`src/rtl/gbmd_pkg.sv`:
```
// ----------------------------------------------------------------------------
// gbmd_pkg
// Shared constants, types and helper functions of the gray box blur motion
// detect unit.
// ----------------------------------------------------------------------------
package gbmd_pkg;

   // geometry and kernel
   localparam int MAX_WIDTH  = 1024;
   localparam int MAX_HEIGHT = 1024;
   localparam int KSIZE      = 3;
   localparam int KLO        = KSIZE / 2;
   localparam int KHI        = KSIZE - 1 - KLO;
   localparam int KDIM       = KSIZE * KSIZE;

   // widths
   localparam int COL_W  = $clog2(MAX_WIDTH);
   localparam int ROW_W  = $clog2(MAX_HEIGHT);
   localparam int DIM_W  = 11;
   localparam int CNT_W  = 21;
   localparam int BG_AW  = $clog2(MAX_WIDTH * MAX_HEIGHT);
   localparam int POS_W  = ((COL_W > ROW_W) ? COL_W : ROW_W) + 3;
   localparam int SLOT_W = (KSIZE > 1) ? $clog2(KSIZE) : 1;
   localparam int SW1    = SLOT_W + 1;
   localparam int SUM_W  = $clog2(KDIM * 255 + 1);
   localparam int PIX_W  = 8;

   // division by KDIM as multiply by rounded-up reciprocal
   localparam int DIV_SH = 24;
   localparam int RCP_W  = DIV_SH + 1;
   localparam logic [RCP_W-1:0] RECIP = RCP_W'(((1 << DIV_SH) + KDIM - 1) / KDIM);
   localparam int PROD_W = SUM_W + RCP_W;

   // configuration port
   localparam int CSR_AW = 2;
   localparam int CSR_DW = 21;
   localparam logic [CSR_AW-1:0] CSR_FRAME_WIDTH     = 2'd0;
   localparam logic [CSR_AW-1:0] CSR_FRAME_HEIGHT    = 2'd1;
   localparam logic [CSR_AW-1:0] CSR_COUNT_THRESHOLD = 2'd2;

   // operation codes
   localparam logic OP_LOAD  = 1'b0;
   localparam logic OP_PIXEL = 1'b1;

   // luma weights in Q0.16
   localparam logic [24:0] GRAY_R    = 25'd19588;
   localparam logic [24:0] GRAY_G    = 25'd38470;
   localparam logic [24:0] GRAY_B    = 25'd7471;
   localparam logic [24:0] GRAY_HALF = 25'd32768;

   // controller to datapath commands
   typedef struct packed {
      logic clr;
      logic take;
      logic load;
      logic pixel;
      logic row_setup;
      logic rd;
      logic acc;
      logic dv;
      logic cmp;
      logic res;
   } ctrl_cmd_type;

   // datapath to controller status
   typedef struct packed {
      logic clr_done;
      logic row_end;
      logic row_go;
      logic frame_done;
      logic last_tap;
      logic col_last;
      logic rsp_free;
   } ctrl_sts_type;

   // rgb to gray, rounded half up
   function automatic logic [PIX_W-1:0] to_gray(input logic [7:0] r, input logic [7:0] g,
                                               input logic [7:0] b);
      logic [24:0] acc;
      acc = GRAY_R * 25'(r) + GRAY_G * 25'(g) + GRAY_B * 25'(b) + GRAY_HALF;
      return acc[23:16];
   endfunction

   // modulo KSIZE of a value below twice KSIZE
   function automatic logic [SLOT_W-1:0] wrap_slot(input logic [SW1-1:0] v);
      logic [SW1-1:0] r;
      r = (v >= SW1'(KSIZE)) ? (v - SW1'(KSIZE)) : v;
      return r[SLOT_W-1:0];
   endfunction

endpackage

```
`src/rtl/gbmd_ctrl.sv`:
```
// ----------------------------------------------------------------------------
// gbmd_ctrl
// Sequencer: line buffer clear, item intake, row blur sweep and result.
// ----------------------------------------------------------------------------
module gbmd_ctrl
   import gbmd_pkg::*;
(
   input  logic         clock,
   input  logic         reset,
   input  logic         req_valid,
   input  logic         req_operation,
   output logic         req_ready,
   input  ctrl_sts_type sts,
   output ctrl_cmd_type cmd
);

   localparam logic [3:0] ST_CLR  = 4'd0;
   localparam logic [3:0] ST_IDLE = 4'd1;
   localparam logic [3:0] ST_LOAD = 4'd2;
   localparam logic [3:0] ST_GRAY = 4'd3;
   localparam logic [3:0] ST_ROW  = 4'd4;
   localparam logic [3:0] ST_RD   = 4'd5;
   localparam logic [3:0] ST_ACC  = 4'd6;
   localparam logic [3:0] ST_DIV  = 4'd7;
   localparam logic [3:0] ST_CMP  = 4'd8;
   localparam logic [3:0] ST_RES  = 4'd9;

   logic [3:0] state_ff, state_in;

   // next state
   always_comb begin
      state_in = state_ff;
      unique case (state_ff)
         ST_CLR:  if (sts.clr_done) state_in = ST_IDLE;
         ST_IDLE: if (req_valid) state_in = (req_operation == OP_PIXEL) ? ST_GRAY : ST_LOAD;
         ST_LOAD: state_in = ST_IDLE;
         ST_GRAY: state_in = sts.row_end ? ST_ROW : ST_IDLE;
         ST_ROW: begin
            if (sts.row_go) state_in = ST_RD;
            else state_in = sts.frame_done ? ST_RES : ST_IDLE;
         end
         ST_RD:   state_in = ST_ACC;
         ST_ACC:  state_in = sts.last_tap ? ST_DIV : ST_RD;
         ST_DIV:  state_in = ST_CMP;
         ST_CMP:  state_in = sts.col_last ? ST_ROW : ST_RD;
         ST_RES:  if (sts.rsp_free) state_in = ST_IDLE;
         default: state_in = ST_CLR;
      endcase
   end

   always_ff @(posedge clock) begin
      if (reset) state_ff <= ST_CLR;
      else state_ff <= state_in;
   end

   // command decode
   assign req_ready     = (state_ff == ST_IDLE);
   assign cmd.clr       = (state_ff == ST_CLR);
   assign cmd.take      = (state_ff == ST_IDLE) && req_valid;
   assign cmd.load      = (state_ff == ST_LOAD);
   assign cmd.pixel     = (state_ff == ST_GRAY);
   assign cmd.row_setup = (state_ff == ST_ROW);
   assign cmd.rd        = (state_ff == ST_RD);
   assign cmd.acc       = (state_ff == ST_ACC);
   assign cmd.dv        = (state_ff == ST_DIV);
   assign cmd.cmp       = (state_ff == ST_CMP);
   assign cmd.res       = (state_ff == ST_RES) && sts.rsp_free;

   // result waits in its state while the output word is still held
   a_res_hold: assert property (@(posedge clock) disable iff (reset)
      (state_ff == ST_RES && !sts.rsp_free) |=> (state_ff == ST_RES))
      else $error("result state left while output busy");

   // a row sweep never starts before the clear is finished
   a_clr_first: assert property (@(posedge clock) disable iff (reset)
      (state_ff == ST_CLR && !sts.clr_done) |=> (state_ff == ST_CLR))
      else $error("clear pass cut short");

   // tap loop alternates read and accumulate
   a_tap_seq: assert property (@(posedge clock) disable iff (reset)
      (state_ff == ST_RD) |=> (state_ff == ST_ACC))
      else $error("tap read not followed by accumulate");

endmodule

```
`config.mk`:
```
export PLATFORM = sky130hd
export DESIGN_NAME = gbmd_ctrl
export DESIGN_NICKNAME = d
export VERILOG_FILES = /design/src/rtl/gbmd_pkg.sv /design/src/rtl/gbmd_ctrl.sv
export SDC_FILE = /design/constraint.sdc
export NUM_CORES = 1
export LEC_CHECK = 0
export BUFFER_PORTS_ARGS = -buffer_cell sky130_fd_sc_hd__buf_2
export CAP_MARGIN = 15
export CORE_AREA = 2 2 39 41
export CTS_BUF_LIST = sky130_fd_sc_hd__clkbuf_2
export DETAILED_ROUTE_END_ITERATION = 8
export DIE_AREA = 0 0 41 43
export HOLD_SLACK_MARGIN = 0.03
export PLACE_DENSITY = 0.57
export SLEW_MARGIN = 10
export SYNTH_ARGS = -nofsm -noshare
export SYNTH_HDL_FRONTEND = slang
export SYNTH_SLANG_ARGS = --single-unit
```
`constraint.sdc`:
```
create_clock -name clock -period 1.5 [get_ports clock]
set_input_delay 0.225 -clock clock [delete_from_list [all_inputs] [get_ports clock]]
set_output_delay 0.225 -clock clock [all_outputs]
set_load 0.01 [all_outputs]
```
==> impl_metrics.py <==
metrics = {
    "outcome": {
        "status": "finished, final reports clean",
    },
    "floorplan": {
        "dieArea_mm2": 0.00176,
        "start_util_pct": 31.0,
        "core-area_mm2": 0.00138,
        "io_pins": 22,
        "die_h_um": 43,
        "rows": 14,
        "die_w_um": 41,
    },
    "route": {
        "antenna_left": 0,
        "routed-via-count": 466,
        "drt_iter0_markers": 6,
        "drc": 0,
        "drt-wirelength-per-cell_um": 11.2,
        "first_pass_iters": 4,
        "viasPerCell": 4.80,
        "totalWireLength_mm": 1.09,
    },
    "place": {
        "dp_cells": 94,
        "dpl.hpwl_um": 851,
        "place_congestion": 0.710,
        "portBuffers": 21,
        "place_area_um2": 551,
        "pre_cts_ws_ps": 189,
    },
    "grt": {
        "antenna_found_initial": 0,
        "grt_overflow": 0,
        "grt_pass1_vias": 377,
        "grt_usage_pct": 12.8,
        "grt_max_degree": 12,
        "grt_pass1_wl_mm": 1.49,
    },
    "sta": {
        "period_share_pct": 93.6,
        "skew_ps": 1.28,
        "max_slew.worst_pin.slew_ps": 323,
        "rsz0062_at_grt": "false",
        "tns_ps": 0,
        "setup_viol": 0,
        "hold_viol_final": 0,
        "fmax_ghz": 0.712,
        "relSlewSlack_pct": 78.3,
        "slew_viol_final": 0,
        "finalCriticalPeriod_ps": 1400,
        "setup_slack_ps": 96.3,
    },
    "synthesis": {
        "yosys_warnings": 0,
        "avgSynthCellArea_um2": 7.66,
        "synth_nets": 67,
        "synthDistinctLibCells": 31,
        "synth-seq-cells": 4,
        "syn-cell-area_um2": 429,
        "ys_seq_area_share_pct": 18.7,
        "postSynthCellCount": 56,
    },
    "power": {
        "power.leakage_nw": 0.281,
        "design_power_total_w": 0.000327,
        "peakVddDrop_v": 0.000253,
        "power-per-cell-area_mw_per_mm2": 574,
    },
    "worst_setup_path": {
        "cp_max_fo": 10,
        "critPathLaunchType": "register",
        "endpoint_kind": "output port",
        "worst_r2r_path_depth": 3,
        "worstPathRequired_ps": 1270,
        "r2r-end": "state_ff[1]",
        "reg2reg_from": "state_ff[1]",
        "cp.arrival_ps": 1180,
        "rrSetupSlack_ps": 230,
        "path_class": "reg -> out",
    },
    "clock_network": {
        "htree_levels": 1,
        "root_buffer": "clkbuf_2",
        "clk_pin_slew_worst_paths_ps": 40,
        "clk_latency_ps": 200,
        "cts_tree": "yes",
        "cts_made_buffers": 3,
        "holdBufCountCts": 0,
        "cts_max_path_buffers": 2,
        "cts_sinks": 4,
    },
    "hold_path": {
        "holdPathStages": 2,
        "hold_path.class": "in -> reg",
        "min_to": "state_ff[3]",
        "worstHoldStart": "reset",
    },
    "cells_and_area": {
        "nets": 94,
        "largest_register_ffs": 4,
        "areaGrowthSynthToFinish_pct": 32.7,
        "fin_area_um2": 569,
        "antenna_cells": 0,
        "layout_commonest_cell": "buf_2",
        "top_regs": "state_ff x4",
        "final_layout_size_suffix_gt1_share_pct": 50.6,
        "fin_cells": 97,
        "largest-register": "state_ff",
        "mostFrequentLayoutCells": "buf_2 (21), nor2_1 (8), nor3_1 (6)",
    },
    "flow_run": {
        "maxCapViolCount": 0,
    },
}
worst max-delay path: stages (launching register included):
cell	delay (ps)
dfxtp_2	400
nand2b_1	130
nor3_1	180
and2_1	150
buf_2	120
per-layer routing:
metal | wire (um) | GRT usage, % | up-vias
li1 | - | - | 247
met1 | 484 | 13.9 | 206
met2 | 536 | 21.6 | 13
met3 | 65 | 1.57 | 0
met4 | 0 | 8.00 | 0
met5 | 0 | 0 | -
cell families after synthesis:
group	after synthesis	synth area share, %
DFF	4	18.7
and+or+nand+nor	34	48.4
AOI/OAI and AO/OA	12	21.6
buffers and inverters	6	11.4
final cells by class:
class / count / area, um^2
clock buffer: 3 / 15.0
fill: 168 / 815
inverter: 2 / 7.51
multi-input combinational: 46 / 300
sequential: 4 / 83.8
tap: 16 / 20.0
timing repair buffer: 26 / 143
synth_stat cells:
cell type | instances | share of area, %
nor2_1 | 8 | 7.0
or2b_2 | 1 | 2.0
buf_6 | 2 | 5.2
nor4_1 | 1 | 1.5
o31ai_1 | 1 | 1.7
inv_1 | 2 | 1.7
or3b_1 | 1 | 2.0
or3_1 | 1 | 1.5
or3_4 | 1 | 2.6
clkbuf_8 | 1 | 3.2
a31oi_1 | 1 | 1.5
dfxtp_1 | 4 | 19
a211o_1 | 1 | 2.0
o21ba_2 | 1 | 2.3
and2b_2 | 3 | 6.1
o21ai_1 | 1 | 1.2
and2b_4 | 1 | 2.3
o21ai_0 | 2 | 2.3
o2111a_1 | 1 | 2.6
and2_2 | 1 | 1.7
a41oi_2 | 1 | 3.8
nand2b_1 | 4 | 5.8
nand2_1 | 2 | 1.7
and2_1 | 1 | 1.5
a21oi_1 | 2 | 2.3
buf_2 | 1 | 1.2
a21o_1 | 1 | 1.7
nor3_1 | 6 | 7.0
nor4b_1 | 1 | 2.0
nand4b_1 | 1 | 2.0
nor2b_1 | 1 | 1.5
stage by stage:
stage / util, % / hold slack, ps
floorplan: - / 294
finish: 41.1 / 221
global placement: 39.8 / 435
global route: 41.1 / 215
CTS: 41.0 / 216
detailed placement: 39.8 / 437
power breakdown:
| part | total [W] | switching (W) | internal, W |
|---|---|---|---|
| Combinational | 0.000109 | 0.0000506 | 0.0000584 |
| Clock | 0.0000938 | 0.0000400 | 0.0000538 |
| Sequential | 0.000124 | 0.0000112 | 0.000113 |
| Total | 0.000327 | 0.000102 | 0.000225 |
how the worst max path moves through the flow:
stage	start	end	slack [ps]	depth (start not counted)
after detailed placement	state_ff[0]	cmd[8]	190	4
after global placement	state_ff[0]	cmd[8]	170	4
after CTS	state_ff[0]	cmd[8]	70	4
after floorplan	state_ff[2]	cmd[8]	150	4
after global routing	state_ff[0]	cmd[8]	10	4
final	state_ff[0]	cmd[8]	100	4
repair_timing:
| item | in CTS | in global routing |
|---|---|---|
| endpoints found under the setup margin | 1 | 2 |
| resized for setup | 1 | 2 |
| buffers inserted | 0 | 0 |
| cloned | 0 | 0 |
No activity file was read; power rests on OpenSTA's default activity.
